==> src/hw/rtl/bktf_pkg.sv <==
// Shared package for the box tracker: constants, codes, divider request type
// and the fixed-point saturation and rounding helpers. No dependencies.
package bktf_pkg;

  localparam int CHANNELS_DEF = 4;

  localparam int POS_W   = 24;  // signed Q16.8
  localparam int SIZE_W  = 23;  // unsigned Q15.8
  localparam int VAR_W   = 32;  // unsigned Q24.8
  localparam int DT_W    = 17;  // Q1.16 seconds
  localparam int FUNC_W  = 2;
  localparam int GAIN_W  = 17;  // Q1.16, up to 1.0
  localparam int MUL_B_W = 33;
  localparam int PROD_W  = GAIN_W + 1 + MUL_B_W;
  localparam int WIDE_W  = 52;
  localparam int DIV_W   = 48;
  localparam int DEN_W   = 37;
  localparam int ITER_W  = 6;

  localparam logic [DT_W-1:0] DT_MIN = 17'd66;
  localparam logic [DT_W-1:0] DT_MAX = 17'd65536;
  localparam logic [GAIN_W-1:0] GAIN_ONE = 17'd65536;
  localparam logic signed [POS_W-1:0] ONE_Q8 = 24'sd256;

  localparam logic [ITER_W-1:0] ITERS_RS   = 6'd36;
  localparam logic [ITER_W-1:0] ITERS_GAIN = 6'd17;
  localparam logic [ITER_W-1:0] ITERS_VEL  = 6'd42;

  // configuration register indexes
  localparam int CFG_IDX_W  = 3;
  localparam int CFG_DATA_W = 16;
  localparam logic [CFG_IDX_W-1:0] CFG_PROC_POS = 3'd0;
  localparam logic [CFG_IDX_W-1:0] CFG_PROC_VEL = 3'd1;
  localparam logic [CFG_IDX_W-1:0] CFG_MEAS     = 3'd2;
  localparam logic [CFG_IDX_W-1:0] CFG_INIT_POS = 3'd3;
  localparam logic [CFG_IDX_W-1:0] CFG_INIT_VEL = 3'd4;

  localparam logic [CFG_DATA_W-1:0] RST_PROC_POS = 16'd256;
  localparam logic [CFG_DATA_W-1:0] RST_PROC_VEL = 16'd1024;
  localparam logic [CFG_DATA_W-1:0] RST_MEAS     = 16'd1024;
  localparam logic [CFG_DATA_W-1:0] RST_INIT_POS = 16'd2560;
  localparam logic [CFG_DATA_W-1:0] RST_INIT_VEL = 16'd25600;

  localparam logic [FUNC_W-1:0] FUNC_PREDICT = 2'd0;
  localparam logic [FUNC_W-1:0] FUNC_UPDATE  = 2'd1;
  localparam logic [FUNC_W-1:0] FUNC_INIT    = 2'd2;

  typedef struct packed {
    logic              start;
    logic [DIV_W-1:0]  dividend;
    logic [DEN_W-1:0]  divisor;
    logic [ITER_W-1:0] iters;
  } div_req_t;

  localparam logic signed [WIDE_W-1:0] S24_MAX = 52'sd8388607;
  localparam logic signed [WIDE_W-1:0] S24_MIN = -52'sd8388608;
  localparam logic [WIDE_W-1:0] U32_MAX = 52'hF_FFFF_FFFF;

  function automatic logic signed [POS_W-1:0] sat_s24(input logic signed [WIDE_W-1:0] v);
    if (v > S24_MAX) return S24_MAX[POS_W-1:0];
    if (v < S24_MIN) return S24_MIN[POS_W-1:0];
    return v[POS_W-1:0];
  endfunction

  function automatic logic [VAR_W-1:0] sat_u32(input logic [WIDE_W-1:0] v);
    if (v > {20'd0, U32_MAX[VAR_W-1:0]}) return U32_MAX[VAR_W-1:0];
    return v[VAR_W-1:0];
  endfunction

  // round half up of v / 2^16
  function automatic logic signed [WIDE_W-1:0] rnd16(input logic signed [WIDE_W-1:0] v);
    return (v + 52'sd32768) >>> 16;
  endfunction

  // variance after a gain: max(1, round((1-K)*var)), product given non-negative
  function automatic logic [VAR_W-1:0] shrink(input logic signed [PROD_W-1:0] p);
    logic [WIDE_W-1:0] t;
    t = $unsigned(rnd16(WIDE_W'(p)));
    if (t == '0) return 32'd1;
    return sat_u32(t);
  endfunction

endpackage

==> src/hw/rtl/bktf_mul.sv <==
// Shared registered multiplier: unsigned gain-like operand times signed operand.
// Depends on bktf_pkg.
module bktf_mul
  import bktf_pkg::*;
(
  input  logic                      clk,
  input  logic [GAIN_W-1:0]         a,
  input  logic signed [MUL_B_W-1:0] b,
  output logic signed [PROD_W-1:0]  prod_r
);

  always_ff @(posedge clk) begin
    prod_r <= $signed({1'b0, a}) * b;
  end

endmodule

==> config.mk <==
export PLATFORM = sky130hd
export DESIGN_NAME = bktf_mul
export DESIGN_NICKNAME = d
export VERILOG_FILES = /design/src/hw/rtl/bktf_pkg.sv /design/src/hw/rtl/bktf_mul.sv
export SDC_FILE = /design/constraint.sdc
export NUM_CORES = 1
export LEC_CHECK = 0
export ABC_AREA = 1
export BUFFER_PORTS_ARGS = -buffer_cell sky130_fd_sc_hd__buf_2
export CAP_MARGIN = 25
export CORE_MARGIN = 2
export CORE_UTILIZATION = 40
export DETAILED_ROUTE_END_ITERATION = 8
export PLACE_DENSITY_LB_ADDON = 0.25
export SLEW_MARGIN = 40
export SYNTH_ARGS = -nofsm -noshare
export SYNTH_HDL_FRONTEND = slang
export SYNTH_SLANG_ARGS = --single-unit
==> constraint.sdc <==
create_clock -name clk -period 5.9 [get_ports clk]
set_clock_uncertainty 0.2 [all_clocks]
set_input_delay 0.295 -clock clk [delete_from_list [all_inputs] [get_ports clk]]
set_output_delay 0.295 -clock clk [all_outputs]
set_load 0.01 [all_outputs]
==> results of run 1 <==
[layout make-up]
type / instances / area, sq um
Fill cell: 5730 / 30100
Timing Repair Buffer: 292 / 2170
Sequential cell: 51 / 1020
Clock buffer: 5 / 125
Inverter: 1012 / 3800
Clock inverter: 3 / 27.5
Multi-Input combinational cell: 1838 / 17200
Tap cell: 748 / 936
[final timing paths]
kind,endpoint,startpoint,depth (start not counted)
max,prod_r[42]$_DFF_P_,a[3],23
min,prod_r[0]$_DFF_P_,b[0],4
[kinds of logic (layout without fill, tap and decap cells)]
group                    count (synthesis)  in the layout  share of synthesized area [%]
AO/OA/AOI/OAI                           42             42                           1.06
XOR/XNOR                                27             27                           1.05
adder cells (fa/ha/maj)                656            656                           54.5
buffers and inverters                 1146           1312                           19.2
flip-flops                              51             51                           4.55
AND/OR/NAND/NOR                       1113           1113                           19.7
[layer usage]
layer / vias to the layer above / GRT usage, % / routed length [um]
met2: 302 / 41.2 / 30700
met4: 0 / 3.14 / 892
met1: 8808 / 27.9 / 24700
met3: 50 / 0.824 / 1770
met5: - / 0 / 0
li1: 8574 / - / -
[metrics by stage]
step	util, %	instance area (sq um)	std cells	hold slack (ns)
after floorplan	-	22500	3035	0.355
after CTS	45.6	25200	3949	0.306
after detailed placement	45.3	25100	3941	0.492
final	45.6	25200	3949	0.297
after global placement	45.3	25100	3941	0.490
after global routing	45.6	25200	3949	0.329
[layout by cell type, fill, tap and decap left out, types with 2 or more instances in the layout]
cell,count
nand4_1,17
o211ai_2,2
nor3_1,2
clkbuf_4,3
a21oi_1,30
nand3_1,50
o21bai_1,4
buf_12,18
nand3_2,3
inv_2,8
ha_1,120
nand2_1,948
nor2_1,61
xnor2_1,4
buf_2,97
nand2_2,11
fa_1,536
xor2_1,23
dfxtp_1,51
nor2_4,3
o21ai_0,4
nor3_2,5
nor2_2,9
buf_4,174
inv_1,1004
clkbuf_16,5
[what timing repair did]
| action | in CTS | in global routing |
|---|---|---|
| resized for setup | 0 | 12 |
| hold buffers | 0 | 0 |
| setup endpoints to repair | 0 | 12 |
| buffers inserted | 0 | 0 |
| endpoints found under the hold margin | 0 | 0 |
==> flow_summary.ini, run 1 <==
[critical_path]
critPathMaxStageDelay_ns = 0.61
endpoint_kind = flip-flop
startpoint_type = input pin
worst_path_max_delay_cell = fa_1
crit_type = input pin to flip-flop
cp_top_family = adder cells
path_buf_inv = 8
worstPathRequired_ns = 5.90
arrival_ns = 5.58
crit_fanout = 21
path_cells = clkbuf_4 > nand2_2 > inv_1 > fa_1 > buf_4 > inv_1 > fa_1 > fa_1 > fa_1 > fa_1 > fa_1 > inv_1 > ha_1 > nand2_1 > nor2_1 > buf_4 > nand2_1 > inv_1 > buf_4 > a21oi_1 > nand3_1 > nand2_1 > nand2_1
critical_path.most_common_cell = fa_1

[clocking]
h-tree-depth = 2
path_clk_slew_ns = 0.08
numCtsBuffers = 5
tritoncts = done
clock_path_buffers = 2
clock-sinks = 51
root_buffer = clkbuf_16

[cells_and_area]
diodes = 0
reg_top3 = prod_r x51
drive_above_1_share_pct = 10.8
top_register = prod_r
syn_to_final_growth_pct = 12.4
largest_reg_flops = 51
nNetsFinal = 3907

[yosys]
synth_area_sq_mm = 0.0225
yosysSeqAreaShare_pct = 4.55
synth_most_common_cell = inv_1
synth_common_cells = 1004 x inv_1, 949 x nand2_1, 536 x fa_1
netlist_instances = 3035
synthArstFlopShare_pct = 0
yosys_warnings = 0
post-synth-top-area-fraction_pct = 47.8
synth_edf_count = 0
yosys.area.top_type = fa_1
synth-main-ff-cell = dfxtp_1
avgSynthCellArea_sq_um = 7.40
ys_types = 27
mappedNetlistNets = 3742
ys_ff_latch = 51
ys_top_cells_by_area = fa_1 48%, inv_1 17%, nand2_1 16%

[sta]
rsz0062_at_grt = no
tightest_slew_ns = 0.446
tns_ns = 0
max_freq_ghz = 0.179
hold_viol = 0
timing.final.crit_period_ns = 5.58
setup_viol = 0
setup_slack_ns = 0.319
slew_viol_final = 0
slew_headroom_pct = 70.3
final.period_utilization_pct = 94.6

[grt]
grt_pass1_wl_um = 99300
first_global_vias = 19300
grt_overflow = 0
track_usage_pct = 21.7
grt_max_degree = 34
antenna_found_initial = 0

[detailed_routing]
vias = 17700
drt-total-wl_um = 58000
detail_route.wl_per_cell_um = 14.7
drc = 0
initialDrtViolationCount = 839
ant_nets = 0
drt-vias-per-instance = 4.49
drtPass1Iterations = 5

[die]
die-area_sq_mm = 0.0580
die_w_um = 241
ios = 102
start_util_pct = 40.6
row_count = 86
core_sq_mm = 0.0553
fp.dieH_um = 241

[worst_hold_path]
hp-class = input pin to flip-flop

[placement]
port_buffers = 101
dp_slack_ns = -0.151
gp_routability_congestion = 0.882
dp_hpwl_um = 52000

[flow_run]
cap_violations = 0

[run_status]
status = finished, final reports clean
Power of run 1 is not shown: default switching activity piles up to over one toggle a cycle in this logic, so the estimate is an artifact.
==> run 2, diff against run 1 <==
Settings changed: REMOVE_ABC_BUFFERS set to 1.
==> run 2 against run 1 <==
  * Non-clock buffer count grew 10
  * Via count decreased by 0.51%
  * Cell count grew 0.25%
  * Global-route usage fell by 0.095 points
  * Clock-buffer cell count is 2 higher
  * Critical path depth shrank 1
  * Sequential share of layout area stayed put
  * Maximum frequency fell by 1.3%
  * Routed wire length increased by 1.2%
  * Setup slack worse by 0.071 ns
  * First-iteration DRC count fell by 11%
  * Critical path type unchanged
  * Critical endpoint is now prod_r[31]$_DFF_P_
  * Largest cell class unchanged
==> flow_summary.ini, run 2 (synthesized netlist as in run 1, its figures left out) <==
[worst_hold_path]
min_from = b[0]
holdPathStages = 4
hold_end = prod_r[0]$_DFF_P_
hp-class = input pin to flip-flop

[detailed_routing]
drc = 0
drt-total-wl_um = 58700
drtPass1Iterations = 5
maxUsedRoutingLayer = met4
wl_met3_um = 2460
initialDrtViolationCount = 743
detail_route.wl_per_cell_um = 14.8
drt-vias-per-instance = 4.46
ant_nets = 0
vias = 17600
wl_met2_um = 29300
met1_length_um = 25800

[clocking]
cts_hold_buf = 0
tritoncts = done
h-tree-depth = 2
clock_path_buffers = 2
path_clk_slew_ns = 0.09
numCtsBuffers = 5
root_buffer = clkbuf_16
clock-sinks = 51

[placement]
dp.cells = 3951
place_area_sq_mm = 0.0251
dp_hpwl_um = 52600
gp_routability_congestion = 0.924
port_buffers = 101

[critical_path]
arrival_ns = 5.72
critical_path.most_common_cell = fa_1
crit_fanout = 15
path_cells = buf_2 > buf_12 > nand2_1 > fa_1 > fa_1 > inv_1 > fa_1 > inv_1 > fa_1 > inv_1 > fa_1 > inv_1 > fa_1 > inv_1 > ha_1 > nand2_1 > nor2_2 > nand2_1 > o211ai_2 > nand3_1 > a21o_1 > nand2_1
path_buf_inv = 7
worst_path_max_delay_cell = fa_1
startpoint_type = input pin
crit_type = input pin to flip-flop
worstPathRequired_ns = 5.96
endpoint_kind = flip-flop
startpoint = a[3]
cp_top_family = adder cells
critPathMaxStageDelay_ns = 0.56

[sta]
rsz0062_at_grt = no
slew_headroom_pct = 58.0
timing.final.crit_period_ns = 5.65
hold_viol = 0
max_freq_ghz = 0.177
tns_ns = 0
final.period_utilization_pct = 95.8
setup_viol = 0
slew_viol_final = 0
tightest_slew_ns = 0.630

[cells_and_area]
nNetsFinal = 3917
instances_no_fill = 3959
final_common_cell = inv_1
diodes = 0
reg_top3 = prod_r x51
largest_reg_flops = 51
drive_above_1_share_pct = 10.8
syn_to_final_growth_pct = 12.4
final_util_pct = 45.6
top_register = prod_r
design_area_sq_mm = 0.0252
final_cell_mix = 1004 x inv_1, 949 x nand2_1, 536 x fa_1

[die]
ios = 102
row_count = 86
core_sq_mm = 0.0553
fp.dieH_um = 241
die-area_sq_mm = 0.0580
die_w_um = 241
start_util_pct = 40.6

[run_status]
status = finished, final reports clean

[grt]
grt_pass1_wl_um = 98100
grt_max_degree = 34
first_global_vias = 19000
track_usage_pct = 21.6
grt_overflow = 0
antenna_found_initial = 0

[flow_run]
cap_violations = 0
## run 2: cell types whose count changed in the layout (fill, tap and decap cells not counted), sizes merged
cell / change
buf: +11
clkbuf: +1
inv: -1
clkinvlp: -1
## run 2: through the flow
stage / hold WS, ns / setup WS (ns)
3_3_place_gp: 0.490 / -0.157
4_1_cts: 0.264 / 0.198
2_1_floorplan: 0.188 / 0.679
5_1_grt: 0.293 / 0.00147
6_report: 0.268 / 0.248
3_5_place_dp: 0.488 / -0.113
## run 2: layout make-up
cell class	count	area (sq um)
Clock buffer	7	143
Clock inverter	1	8.76
Fill cell	5754	30100
Inverter	1012	3800
Multi-Input combinational cell	1838	17100
Sequential cell	51	1020
Tap cell	748	936
Timing Repair Buffer	302	2190
## run 2: what timing repair did
action,4_1_cts,5_1_grt
endpoints found under the setup margin,0,16
setup buffers,0,0
gates resized for setup,0,3
## run 2: worst max path at each step
stage                              end  slack (ns)  cells after the start
global placement    prod_r[20]$_DFF_P_       -0.16                     23
detailed placement  prod_r[49]$_DFF_P_       -0.11                     22
global route        prod_r[50]$_DFF_P_       0.001                     24
finish              prod_r[31]$_DFF_P_        0.25                     22
CTS                 prod_r[20]$_DFF_P_        0.20                     23
floorplan           prod_r[50]$_DFF_P_        0.68                     22
## run 2: per-layer routing
| layer | vias to the layer above | GRT usage [%] |
|---|---|---|
| met1 | 8618 | 28.6 |
| met4 | 0 | 4.62 |
| li1 | 8592 | - |
| met5 | - | 0 |
| met3 | 71 | 1.65 |
| met2 | 363 | 38.8 |
Power of run 2 is left out for the same reason.
