$ cat src/hw/rtl/bktf_pkg.sv
// Shared package for the box tracker: constants, codes, divider request type
// and the fixed-point saturation and rounding helpers. No dependencies.
package bktf_pkg;

  localparam int CHANNELS_DEF = 4;

  localparam int POS_W   = 24;  // signed Q16.8
  localparam int SIZE_W  = 23;  // unsigned Q15.8
  localparam int VAR_W   = 32;  // unsigned Q24.8
  localparam int DT_W    = 17;  // Q1.16 seconds
  localparam int FUNC_W  = 2;
  localparam int GAIN_W  = 17;  // Q1.16, up to 1.0
  localparam int MUL_B_W = 33;
  localparam int PROD_W  = GAIN_W + 1 + MUL_B_W;
  localparam int WIDE_W  = 52;
  localparam int DIV_W   = 48;
  localparam int DEN_W   = 37;
  localparam int ITER_W  = 6;

  localparam logic [DT_W-1:0] DT_MIN = 17'd66;
  localparam logic [DT_W-1:0] DT_MAX = 17'd65536;
  localparam logic [GAIN_W-1:0] GAIN_ONE = 17'd65536;
  localparam logic signed [POS_W-1:0] ONE_Q8 = 24'sd256;

  localparam logic [ITER_W-1:0] ITERS_RS   = 6'd36;
  localparam logic [ITER_W-1:0] ITERS_GAIN = 6'd17;
  localparam logic [ITER_W-1:0] ITERS_VEL  = 6'd42;

  // configuration register indexes
  localparam int CFG_IDX_W  = 3;
  localparam int CFG_DATA_W = 16;
  localparam logic [CFG_IDX_W-1:0] CFG_PROC_POS = 3'd0;
  localparam logic [CFG_IDX_W-1:0] CFG_PROC_VEL = 3'd1;
  localparam logic [CFG_IDX_W-1:0] CFG_MEAS     = 3'd2;
  localparam logic [CFG_IDX_W-1:0] CFG_INIT_POS = 3'd3;
  localparam logic [CFG_IDX_W-1:0] CFG_INIT_VEL = 3'd4;

  localparam logic [CFG_DATA_W-1:0] RST_PROC_POS = 16'd256;
  localparam logic [CFG_DATA_W-1:0] RST_PROC_VEL = 16'd1024;
  localparam logic [CFG_DATA_W-1:0] RST_MEAS     = 16'd1024;
  localparam logic [CFG_DATA_W-1:0] RST_INIT_POS = 16'd2560;
  localparam logic [CFG_DATA_W-1:0] RST_INIT_VEL = 16'd25600;

  localparam logic [FUNC_W-1:0] FUNC_PREDICT = 2'd0;
  localparam logic [FUNC_W-1:0] FUNC_UPDATE  = 2'd1;
  localparam logic [FUNC_W-1:0] FUNC_INIT    = 2'd2;

  typedef struct packed {
    logic              start;
    logic [DIV_W-1:0]  dividend;
    logic [DEN_W-1:0]  divisor;
    logic [ITER_W-1:0] iters;
  } div_req_t;

  localparam logic signed [WIDE_W-1:0] S24_MAX = 52'sd8388607;
  localparam logic signed [WIDE_W-1:0] S24_MIN = -52'sd8388608;
  localparam logic [WIDE_W-1:0] U32_MAX = 52'hF_FFFF_FFFF;

  function automatic logic signed [POS_W-1:0] sat_s24(input logic signed [WIDE_W-1:0] v);
    if (v > S24_MAX) return S24_MAX[POS_W-1:0];
    if (v < S24_MIN) return S24_MIN[POS_W-1:0];
    return v[POS_W-1:0];
  endfunction

  function automatic logic [VAR_W-1:0] sat_u32(input logic [WIDE_W-1:0] v);
    if (v > {20'd0, U32_MAX[VAR_W-1:0]}) return U32_MAX[VAR_W-1:0];
    return v[VAR_W-1:0];
  endfunction

  // round half up of v / 2^16
  function automatic logic signed [WIDE_W-1:0] rnd16(input logic signed [WIDE_W-1:0] v);
    return (v + 52'sd32768) >>> 16;
  endfunction

  // variance after a gain: max(1, round((1-K)*var)), product given non-negative
  function automatic logic [VAR_W-1:0] shrink(input logic signed [PROD_W-1:0] p);
    logic [WIDE_W-1:0] t;
    t = $unsigned(rnd16(WIDE_W'(p)));
    if (t == '0) return 32'd1;
    return sat_u32(t);
  endfunction

endpackage

$ cat src/hw/rtl/bktf_div.sv
// Restoring unsigned divider, one quotient bit per cycle, iteration count per request.
// Depends on bktf_pkg (div_req_t). Caller guarantees dividend >> iters < divisor.
module bktf_div
  import bktf_pkg::*;
(
  input  logic             clk,
  input  logic             rst_n,
  input  div_req_t         req,
  output logic             done_r,
  output logic [DIV_W-1:0] quo_r
);

  logic              busy_r;
  logic [ITER_W-1:0] cnt_r;
  logic [DEN_W-1:0]  rem_r;
  logic [DEN_W-1:0]  den_r;
  logic [DIV_W-1:0]  dvd_r;
  logic [DEN_W:0]    part;
  logic [DEN_W:0]    trial;

  assign part  = {rem_r, dvd_r[DIV_W-1]};
  assign trial = part - {1'b0, den_r};

  always_ff @(posedge clk) begin
    if (!rst_n) begin
      busy_r <= 1'b0;
      done_r <= 1'b0;
      cnt_r  <= '0;
    end else begin
      done_r <= 1'b0;
      if (req.start) begin
        busy_r <= 1'b1;
        cnt_r  <= req.iters;
      end else if (busy_r) begin
        cnt_r <= cnt_r - 1'b1;
        if (cnt_r == ITER_W'(1)) begin
          busy_r <= 1'b0;
          done_r <= 1'b1;
        end
      end
    end
  end

  always_ff @(posedge clk) begin
    if (req.start) begin
      rem_r <= DEN_W'(req.dividend >> req.iters);
      dvd_r <= req.dividend << (ITER_W'(DIV_W) - req.iters);
      den_r <= req.divisor;
      quo_r <= '0;
    end else if (busy_r) begin
      dvd_r <= {dvd_r[DIV_W-2:0], 1'b0};
      if (!trial[DEN_W]) begin
        rem_r <= trial[DEN_W-1:0];
        quo_r <= {quo_r[DIV_W-2:0], 1'b1};
      end else begin
        rem_r <= part[DEN_W-1:0];
        quo_r <= {quo_r[DIV_W-2:0], 1'b0};
      end
    end
  end

endmodule

$ cat config.mk
export PLATFORM = sky130hd
export DESIGN_NAME = bktf_div
export DESIGN_NICKNAME = d
export VERILOG_FILES = /design/src/hw/rtl/bktf_pkg.sv /design/src/hw/rtl/bktf_div.sv
export SDC_FILE = /design/constraint.sdc
export NUM_CORES = 1
export LEC_CHECK = 0
export ABC_AREA = 0
export BUFFER_PORTS_ARGS = -buffer_cell sky130_fd_sc_hd__clkbuf_2
export CAP_MARGIN = 30
export CORE_MARGIN = 10
export CORE_UTILIZATION = 55
export DETAILED_ROUTE_END_ITERATION = 8
export GPL_TIMING_DRIVEN = 1
export PLACE_DENSITY = 0.85
export SKIP_CTS_REPAIR_TIMING = 1
export SLEW_MARGIN = 20
export SYNTH_ARGS = -nofsm -noshare
export SYNTH_HDL_FRONTEND = slang
export SYNTH_SLANG_ARGS = --single-unit
$ cat constraint.sdc
create_clock -name clk -period 9.4 [get_ports clk]
set_input_delay 2.82 -clock clk [delete_from_list [all_inputs] [get_ports clk]]
set_output_delay 2.82 -clock clk [all_outputs]
set_load 0.005 [all_outputs]
==> impl_metrics.py, run 1 <==
metrics = {
    "setup_path": {
        "reg2reg_slack_ns": 5.33,
        "crit_type": "in -> reg",
        "cp_max_fo": 38,
        "critical_path.endpoint": "dvd_r[28]$_DFFE_PP_",
        "slowest_stage": "ha_2",
        "end_kind": "flop",
        "worstPathArrival_ns": 7.09,
        "r2r-end": "rem_r[27]$_DFFE_PP_",
        "cp-startpoint": "req[0]",
        "start_kind": "primary input",
        "crit_chain": "buf_4 -> clkinv_1 -> ha_2 -> mux2_2 -> nor2_1 -> a21oi_1 -> nand2_1 -> o21ai_0 -> o21ai_0 -> nor2_1 -> a21oi_1 -> o2bb2ai_1",
        "rr_worst_depth": 12,
        "cp_slowest_stage_delay_ns": 1.13,
        "r2r-start": "rem_r[3]$_DFFE_PP_",
        "crit_required_ns": 9.57,
    },
    "power_and_ir_drop": {
        "swShare": 0.4115,
        "p_int_mw": 2.103,
        "power_leakage_nw": 6.583,
        "irDropWorstVdd_v": 0.0003519,
        "powerDensity_nw_per_um2": 228.8,
        "switchingPower_mw": 1.470,
        "seq_power_share": 0.304,
        "combinationalPowerShare": 0.488,
        "pwr-share-clk": 0.207,
        "total_power_mw": 3.573,
    },
    "placement": {
        "numPlacedInstances": 1921,
        "placed_cell_area_um2": 14950,
        "dp_worst_setup_slack_ns": 2.096,
        "io_buffers": 142,
        "hpwl_mm": 32.13,
        "gp_congestion": 1.048,
    },
    "yosys": {
        "syn-instance-count": 1545,
        "yosysMostFrequentCell": "nand2_1",
        "synthFlopType": "edfxtp_1",
        "yosys.area.top_type": "edfxtp_1",
        "synth_cell_types": 68,
        "synthArstFlopShare": 0,
        "synth_common_cells": "nand2_1 (232), nor2_1 (168), mux2i_1 (145)",
        "yosysWarnings": 0,
        "ys_ff_latch": 178,
        "syn_nets": 1680,
        "syn_area_um2": 14080,
        "avgSynthCellArea_um2": 9.113,
        "synth-edff-count": 122,
        "netlist.area_leader.share": 0.2602,
        "synthTopCellsByArea": "edfxtp_1 (26%), mux2i_1 (10%), mux4_2 (9.8%), dfxtp_1 (8.0%), nand2_1 (6.2%)",
        "seq_area_frac_synth": 0.3398,
    },
    "floorplanning": {
        "die_w_um": 180,
        "pin_count": 143,
        "num_rows": 58,
        "core-area_um2": 25180,
        "die_h_um": 180,
        "dieArea_um2": 32400,
        "initial_core_util": 0.5591,
    },
    "global_routing": {
        "grt_pass1_vias": 12300,
        "antenna_found_initial": 1,
        "grt_overflow": 0,
        "grt_usage": 0.2611,
        "grt_pass1_wl_mm": 68.51,
        "grt_max_degree": 83,
    },
    "route": {
        "wl_per_cell_um": 22.54,
        "drtIter0Drc": 1619,
        "drc": 0,
        "first_pass_iters": 6,
        "drt-total-wl_mm": 44.06,
        "antenna_left": 0,
        "routed-via-count": 12650,
        "drt-vias-per-instance": 6.468,
    },
    "sta": {
        "finalCriticalPeriod_ns": 6.921,
        "setup_viol": 0,
        "hold_violations": 0,
        "finalCritPeriodShare": 0.7363,
        "fin_ws_ns": 2.479,
        "tightestPinTransition_ns": 1.063,
        "hold_slack_ns": 0.5259,
        "grt_setup_unrepaired": "no",
        "tns_ns": 0,
        "fmax_ghz": 0.1445,
        "relSlewSlack": 0.2841,
        "fin_worst_skew_ns": 0.01368,
        "final_max_slew_viol_count": 0,
    },
    "clock_network": {
        "root_buffer": "clkbuf_16",
        "cts_buffers": 17,
        "cts_sinks": 178,
        "clk-insertion-delay-late_ns": 0.45,
        "clk_path_buf_depth": 2,
        "cts_tree": "yes",
        "htree_levels": 4,
        "clkSlewWorstSetupHoldPaths_ns": 0.08,
    },
    "finish": {
        "nets": 1747,
        "stdcell_count": 1955,
        "drive_gt1_frac": 0.1772,
        "diodes": 0,
        "fin_util": 0.6200,
        "area_growth_pct": 10.89,
        "multi_input_area_um2": 8680,
        "final_design_area_no_fill_um2": 15610,
        "regArea_um2": 4786,
        "fillers": 2111,
    },
    "outcome": {
        "status": "completed",
    },
    "job": {
        "cap_violations": 0,
    },
    "min_path": {
        "min-delay-start": "quo_r[18]$_SDFFE_PP0P_",
        "hold_class": "reg -> reg",
    },
}
power by group through the flow:
| stage | Clock, mW | Combinational, mW | Sequential, mW |
|---|---|---|---|
| 2_1_floorplan | 0 | 1.33 | 1.07 |
| 3_5_place_dp | 0 | 1.69 | 1.10 |
| 5_1_grt | 0.782 | 1.88 | 1.10 |
| 3_3_place_gp | 0 | 1.65 | 1.10 |
| 4_1_cts | 0.744 | 1.71 | 1.08 |
| 6_report | 0.741 | 1.74 | 1.09 |
cells by family after synthesis:
kind of cell             count (synthesis)  share of synthesized area
adder cells (fa/ha/maj)                 41                    0.03697
multiplexers                           221                     0.2127
AND/OR/NAND/NOR                        488                     0.1443
flip-flops                             178                     0.3398
XOR/XNOR                                48                    0.03119
AO/OA/AOI/OAI                          398                     0.1870
buffers and inverters                  171                    0.04808
metal layers:
layer | global-route usage | part of all wire | up-vias
met5 | 0 | 0.00016 | -
met4 | 0.1197 | 0.046 | 2
met3 | 0.05783 | 0.080 | 137
met2 | 0.4513 | 0.50 | 637
met1 | 0.3025 | 0.38 | 6045
li1 | - | - | 5824
flip-flops by register name (all words and copies together) (netlist names):
name    flops
cnt_r       6
dvd_r      48
den_r      37
done_r      1
busy_r      1
rem_r      37
quo_r      48
cells in the final DEF (no fill, tap or decap), types with 6 or more instances in the layout:
master,netlist,layout
clkbuf_2,0,140
mux4_2,61,61
and3_1,10,10
a22o_1,12,12
nor3_1,9,9
or3_1,6,6
nand3_1,12,12
edfxtp_1,122,122
o21bai_1,8,8
a22oi_1,10,10
and2_1,8,8
xor2_1,12,11
dfxtp_1,56,55
o21a_1,11,11
o21ai_1,10,10
a21o_1,21,21
a31oi_1,13,13
inv_1,53,53
mux2_2,15,15
nor2b_1,20,20
o21ai_0,59,59
o211ai_1,14,14
a211oi_1,27,27
clkbuf_16,0,18
o2bb2ai_1,19,19
buf_4,0,21
a21oi_1,120,120
ha_1,40,39
mux2i_1,145,145
nand2b_1,10,10
a221oi_1,7,7
xnor2_1,35,30
nand4_1,9,9
nor2_1,168,168
o31ai_1,6,6
o22ai_1,19,19
nand2_1,232,232
a221o_1,7,7
how the worst min path moves through the flow:
stage,to,slack [ns],cells after the start
after global placement,quo_r[47]$_SDFFE_PP0P_,0.48,2
after CTS,dvd_r[29]$_DFFE_PP_,0.53,1
after detailed placement,dvd_r[29]$_DFFE_PP_,0.51,1
final,quo_r[19]$_SDFFE_PP0P_,0.53,2
after global routing,dvd_r[47]$_DFFE_PP_,0.54,1
after floorplan,quo_r[47]$_SDFFE_PP0P_,0.49,2
cell type report:
cell class / count / share of cell area
multi-input combinational: 1196 / 0.5559
sequential: 178 / 0.3065
timing repair buffer: 163 / 0.05850
clock buffer: 19 / 0.02909
tap: 330 / 0.02645
inverter: 56 / 0.01346
clock inverter: 13 / 0.01002
critical path: cells and delay by family:
family,cells,cell delay (ns)
AND/OR/NAND/NOR,3,0.28
buffers and inverters,2,1.14
adder cells (fa/ha/maj),1,1.13
multiplexers,1,0.43
AO/OA/AOI/OAI,5,1.24
Power figures use the tool's default switching activity.
==> run 2: changes to the inputs <==
==> constraint.sdc (replaced) <==
create_clock -name clk -period 6.8 [get_ports clk]
set_input_delay 2.04 -clock clk [delete_from_list [all_inputs] [get_ports clk]]
set_output_delay 2.04 -clock clk [all_outputs]
set_load 0.005 [all_outputs]
==> run 2 against run 1 <==
Effect of this change:
- register-to-register slack worse by 2.7 ns
- largest power group unchanged
- clock skew up 0.0055 ns
- first-iteration DRC count up 8.1%
- sequential cell count unchanged
- critical path depth down 1
- via count up 0.15%
- non-clock buffer count up 5
- power up 38%
- final cell count up 0.26%
- wire length down 3.9%
- combinational power up 38%
==> impl_metrics.py, run 2 (synthesized netlist as in run 1, its figures left out) <==
metrics = {
    "power_and_ir_drop": {
        "powerDensity_nw_per_um2": 314.9,
        "swShare": 0.4133,
        "power_leakage_nw": 6.607,
        "pwr-share-clk": 0.208,
        "total_power_mw": 4.928,
        "combinationalPowerShare": 0.488,
        "seq_power_share": 0.305,
        "irDropWorstVdd_v": 0.0004415,
        "switchingPower_mw": 2.037,
        "p_int_mw": 2.891,
    },
    "min_path": {
        "hold_class": "reg -> reg",
        "hold_end": "quo_r[47]$_SDFFE_PP0P_",
        "min-delay-start": "quo_r[47]$_SDFFE_PP0P_",
        "min_path_cells": 2,
    },
    "sta": {
        "finalCritPeriodShare": 0.7079,
        "final_max_slew_viol_count": 0,
        "fin_ws_ns": 1.987,
        "relSlewSlack": 0.4324,
        "finalCriticalPeriod_ns": 4.813,
        "hold_violations": 0,
        "tns_ns": 0,
        "fmax_ghz": 0.2078,
        "grt_setup_unrepaired": "no",
        "fin_worst_skew_ns": 0.01916,
        "setup_viol": 0,
        "tightestPinTransition_ns": 0.8514,
    },
    "setup_path": {
        "crit_chain": "clkbuf_2 -> inv_1 -> ha_2 -> mux2_2 -> o21ai_0 -> mux2i_1 -> nor2_1 -> a31oi_1 -> a21oi_1 -> o221ai_1 -> o21a_1",
        "rr_worst_depth": 12,
        "worstPathArrival_ns": 5.02,
        "crit_required_ns": 7.01,
        "r2r-end": "rem_r[33]$_DFFE_PP_",
        "path_delay_family": "compound AO/OA/AOI/OAI gates",
        "crit_buf_inv": 2,
        "end_kind": "flop",
        "crit_type": "in -> reg",
        "start_kind": "primary input",
        "slowest_stage": "ha_2",
        "cp_max_fo": 35,
        "cp_slowest_stage_delay_ns": 0.96,
        "r2r-start": "rem_r[3]$_DFFE_PP_",
        "reg2reg_slack_ns": 2.66,
    },
    "route": {
        "antenna_left": 0,
        "drc": 0,
        "drt-total-wl_mm": 42.35,
        "first_pass_iters": 6,
        "drt-vias-per-instance": 6.461,
        "routed-via-count": 12660,
        "wl_per_cell_um": 21.61,
        "drtIter0Drc": 1750,
    },
    "global_routing": {
        "grt_pass1_wl_mm": 66.23,
        "grt_pass1_vias": 12220,
        "grt_max_degree": 76,
        "antenna_found_initial": 1,
        "grt_usage": 0.2507,
        "grt_overflow": 0,
    },
    "finish": {
        "final_common_cell": "nand2_1",
        "final_cell_mix": "nand2_1 (232), nor2_1 (168), mux2i_1 (145)",
        "diodes": 0,
        "reg_top3": "dvd_r (48), quo_r (48)",
        "drive_gt1_frac": 0.1804,
        "area_growth_pct": 11.15,
        "nets": 1752,
        "fin_util": 0.6215,
    },
    "clock_network": {
        "root_buffer": "clkbuf_16",
        "clkSlewWorstSetupHoldPaths_ns": 0.08,
        "cts_tree": "yes",
        "htree_levels": 4,
        "clk-insertion-delay-late_ns": 0.46,
        "cts_sinks": 178,
        "clk_path_buf_depth": 2,
        "cts_buffers": 17,
    },
    "placement": {
        "dp_worst_setup_slack_ns": 1.545,
        "hpwl_mm": 31.04,
        "io_buffers": 142,
        "gp_congestion": 1.023,
    },
    "floorplanning": {
        "initial_core_util": 0.5591,
        "pin_count": 143,
        "dieArea_um2": 32400,
        "core-area_um2": 25180,
        "die_h_um": 180,
        "num_rows": 58,
        "die_w_um": 180,
    },
    "job": {
        "cap_violations": 0,
    },
    "outcome": {
        "status": "completed",
    },
}
[run 2: how the worst max path moves through the flow]
| stage | start | endpoint | slack [ns] | cells after the start |
|---|---|---|---|---|
| after floorplan | req[0] | dvd_r[43]$_DFFE_PP_ | 1.35 | 15 |
| after global placement | req[0] | dvd_r[47]$_DFFE_PP_ | 1.51 | 8 |
| after detailed placement | req[1] | dvd_r[47]$_DFFE_PP_ | 1.55 | 11 |
| after CTS | req[1] | dvd_r[47]$_DFFE_PP_ | 2.02 | 11 |
| after global routing | req[0] | dvd_r[10]$_DFFE_PP_ | 1.79 | 9 |
| final | req[1] | dvd_r[47]$_DFFE_PP_ | 1.99 | 11 |
[run 2: layer usage]
metal,up-vias,track usage,share of wire,routed length [um]
li1,5843,-,-,-
met1,5969,0.3038,0.38,16140
met2,718,0.4243,0.49,20740
met3,132,0.04699,0.086,3631
met4,2,0.1138,0.043,1819
met5,-,0,0.00031,13
[run 2: power groups by stage]
stage	Sequential (mW)	Combinational (mW)	Clock [mW]
2_1_floorplan	1.48	1.84	0
3_3_place_gp	1.51	2.27	0
3_5_place_dp	1.52	2.33	0
4_1_cts	1.50	2.36	1.03
5_1_grt	1.52	2.61	1.08
6_report	1.50	2.40	1.02
[run 2: worst min-delay path, stage by stage (launching register included)]
cell and delay [ns]:
dfxtp_1 0.33, mux2i_1 0.07, nor2_1 0.07
[run 2: area by class of cell]
class,count,area [um^2]
repair buffers,168,947.2
inverters,56,210.2
flip-flops and latches,178,4786
clock inverters,15,177.7
multi-input cells,1196,8691
well taps,330,412.9
fillers,2144,9532
clock buffers,17,425.4
[run 2: stage by stage]
stage | area (um^2) | hold WS, ns | std cells
floorplan | 14080 | 0.4854 | 1545
global placement | 15000 | 0.4741 | 1926
detailed placement | 15040 | 0.4921 | 1927
CTS | 15640 | 0.5114 | 1959
global route | 15650 | 0.5499 | 1960
finish | 15650 | 0.5075 | 1960
==> run 3: changes to the inputs <==
--- a/config.mk
+++ b/config.mk
@@ -5,7 +5,7 @@
 export SDC_FILE = /design/constraint.sdc
 export NUM_CORES = 1
 export LEC_CHECK = 0
-export ABC_AREA = 0
+export ABC_AREA = 1
 export BUFFER_PORTS_ARGS = -buffer_cell sky130_fd_sc_hd__clkbuf_2
 export CAP_MARGIN = 30
 export CORE_MARGIN = 10
==> constraint.sdc (replaced) <==
create_clock -name clk -period 4.78 [get_ports clk]
set_input_delay 1.434 -clock clk [delete_from_list [all_inputs] [get_ports clk]]
set_output_delay 1.434 -clock clk [all_outputs]
set_load 0.005 [all_outputs]
==> run 3 against run 2 <==
Effect of this change:
- first-iteration DRC count decreased by 1.5%
- area after synthesis rose by 6.9%
- non-clock buffer count grew 1
- wire length is 28% higher
- sequential cell count stayed put
==> impl_metrics.py, run 3 <==
metrics = {
    "outcome": {
        "status": "completed",
    },
    "setup_path": {
        "r2r-start": "rem_r[27]$_DFFE_PP_",
        "cp_slowest_stage_delay_ns": 0.54,
        "cp-startpoint": "req[0]",
        "start_kind": "primary input",
        "worstPathArrival_ns": 3.62,
        "path_delay_family": "buffers and inverters",
        "crit_buf_inv": 4,
        "slowest_stage": "xor2_4",
        "rr_worst_depth": 12,
        "critical_path_depth": 9,
        "crit_required_ns": 4.97,
        "crit_top_cell": "inv_2",
        "crit_type": "in -> reg",
        "cp_max_fo": 41,
        "crit_chain": "clkbuf_2 -> inv_2 -> buf_4 -> nand3_1 -> nand2_1 -> xor2_4 -> nor2_4 -> inv_2 -> o21ai_0",
        "end_kind": "flop",
    },
    "route": {
        "drc": 0,
        "drt-total-wl_mm": 54.11,
        "wl_per_cell_um": 19.20,
        "first_pass_iters": 8,
        "routed-via-count": 16290,
        "drt-vias-per-instance": 5.782,
        "drtIter0Drc": 1723,
        "antenna_left": 0,
    },
    "yosys": {
        "netlist.area_leader.share": 0.2434,
        "yosys.area.top_type": "edfxtp_1",
        "synthMuxAreaShare": 0.007315,
        "synth_simple_gate_area_frac": 0.3543,
        "synthFlopType": "edfxtp_1",
        "synth_top_family_by_area": "simple AND/OR/NAND/NOR gates",
        "synthAdderAreaFrac": 0.03458,
        "seq_area_frac_synth": 0.3179,
        "avgSynthCellArea_um2": 6.282,
        "synth_common_cells": "nand2_1 (851), inv_1 (305), nand3_1 (247)",
        "yosysMostFrequentCell": "nand2_1",
        "synthTopCellsByArea": "edfxtp_1 (24%), nand2_1 (21%), nand3_1 (8.2%), inv_1 (7.6%), dfxtp_1 (7.4%)",
        "synth_cell_types": 43,
        "synth_xor_area_frac": 0.01712,
        "synthArstFlopShare": 0,
        "syn-instance-count": 2396,
        "synth-edff-count": 122,
        "syn_area_um2": 15050,
        "syn_nets": 2531,
        "synth_compound_area_frac": 0.1533,
        "ys_ff_latch": 178,
        "yosysWarnings": 0,
    },
    "sta": {
        "hold_violations": 0,
        "finalCriticalPeriod_ns": 3.426,
        "finalCritPeriodShare": 0.7167,
        "tns_ns": 0,
        "fin_worst_skew_ns": 0.02128,
        "final_max_slew_viol_count": 0,
        "setup_viol": 0,
        "tightestPinTransition_ns": 0.6608,
        "hold_slack_ns": 0.4937,
        "relSlewSlack": 0.5595,
        "grt_setup_unrepaired": "no",
        "fmax_ghz": 0.2919,
    },
    "finish": {
        "regArea_um2": 4785,
        "drive_gt1_frac": 0.09366,
        "fin_util": 0.6125,
        "multi_input_area_um2": 8528,
        "final_cell_mix": "nand2_1 (851), inv_1 (305), nand3_1 (247)",
        "reg_top3": "dvd_r (48), quo_r (48)",
        "diodes": 0,
        "fillers": 2558,
        "nets": 2599,
        "final_common_cell": "nand2_1",
        "area_growth_pct": 9.676,
    },
    "clock_network": {
        "clk_path_buf_depth": 2,
        "htree_levels": 4,
        "root_buffer": "clkbuf_16",
        "cts_tree": "yes",
        "clkSlewWorstSetupHoldPaths_ns": 0.08,
        "clk-insertion-delay-late_ns": 0.46,
        "cts_sinks": 178,
        "cts_buffers": 17,
    },
    "floorplanning": {
        "core-area_um2": 26950,
        "num_rows": 60,
        "die_w_um": 185.4,
        "dieArea_um2": 34380,
        "pin_count": 143,
        "initial_core_util": 0.5585,
        "die_h_um": 185.4,
    },
    "placement": {
        "hpwl_mm": 42.40,
        "io_buffers": 142,
        "gp_congestion": 1.030,
    },
    "job": {
        "cap_violations": 0,
    },
    "global_routing": {
        "grt_overflow": 0,
        "grt_pass1_wl_mm": 84.38,
        "grt_max_degree": 101,
        "grt_pass1_vias": 15370,
        "grt_usage": 0.3139,
        "antenna_found_initial": 0,
    },
    "power_and_ir_drop": {
        "irDropWorstVdd_v": 0.0002715,
        "power_leakage_nw": 8.117,
        "powerDensity_nw_per_um2": 405.7,
    },
    "min_path": {
        "min_path_cells": 2,
        "min-delay-start": "quo_r[31]$_SDFFE_PP0P_",
        "hold_class": "reg -> reg",
    },
}
[run 3: changes by cell type after synthesis, moves of 47 or more]
cell / before / now
mux4_2: 61 / 0
inv_1: 53 / 305
nand3_1: 12 / 247
o21ai_0: 59 / 190
mux2i_1: 145 / 11
nor2_1: 168 / 121
nand2_1: 232 / 851
[run 3: final timing paths]
kind,end,slack (ns)
setup / recovery,dvd_r[7]$_DFFE_PP_,1.35
hold / removal,quo_r[31]$_SDFFE_PP0P_,0.49
setup reg to reg,rem_r[27]$_DFFE_PP_,1.58
hold reg to reg,quo_r[31]$_SDFFE_PP0P_,0.49
[run 3: worst min-delay path: cells and delay by family (launching register included)]
| kind | cells | cell delay (ns) |
|---|---|---|
| flops | 1 | 0.32 |
| compound gates | 1 | 0.07 |
| buf+inv | 1 | 0.06 |
[run 3: report_power, final]
part / switching [mW] / total (mW) / internal (mW)
combinational: 2.14 / 3.15 / 1.01
clock: 0.765 / 1.49 / 0.725
sequential: 0.138 / 2.06 / 1.92
total: 3.04 / 6.70 / 3.65
[run 3: cell families (layout without fill, tap and decap cells)]
family,Yosys count,count (layout)
simple gates,1287,1287
compound gates,419,419
buf+inv,437,518
fa+ha+maj,41,41
xor+xnor,23,23
mux,11,11
flops,178,178
[run 3: routing by layer]
layer / routed length [um] / GRT usage / up-vias
met5: 0 / 0 / -
met4: 3034 / 0.1697 / 0
met3: 3258 / 0.03703 / 174
met2: 26440 / 0.5420 / 723
met1: 21380 / 0.3724 / 7459
li1: - / - / 7938
[run 3: final cells by class]
cell class                      count  area share
Clock buffer                       17     0.02577
Sequential cell                   178      0.2898
Tap cell                          341     0.02585
Inverter                          317     0.07223
Timing Repair Buffer              169     0.05806
Multi-Input combinational cell   1781      0.5166
Clock inverter                     15     0.01167
[run 3: per-stage QoR]
stage          area, um^2  total power [mW]  worst slack, ns  instances
2_1_floorplan       15050             4.280          0.01994       2396
3_3_place_gp        15860             5.103           0.9349       2785
3_5_place_dp        15890             5.143           0.9082       2786
4_1_cts             16510             6.630            1.378       2818
5_1_grt             16510             7.128            1.198       2818
6_report            16510             6.698            1.354       2818
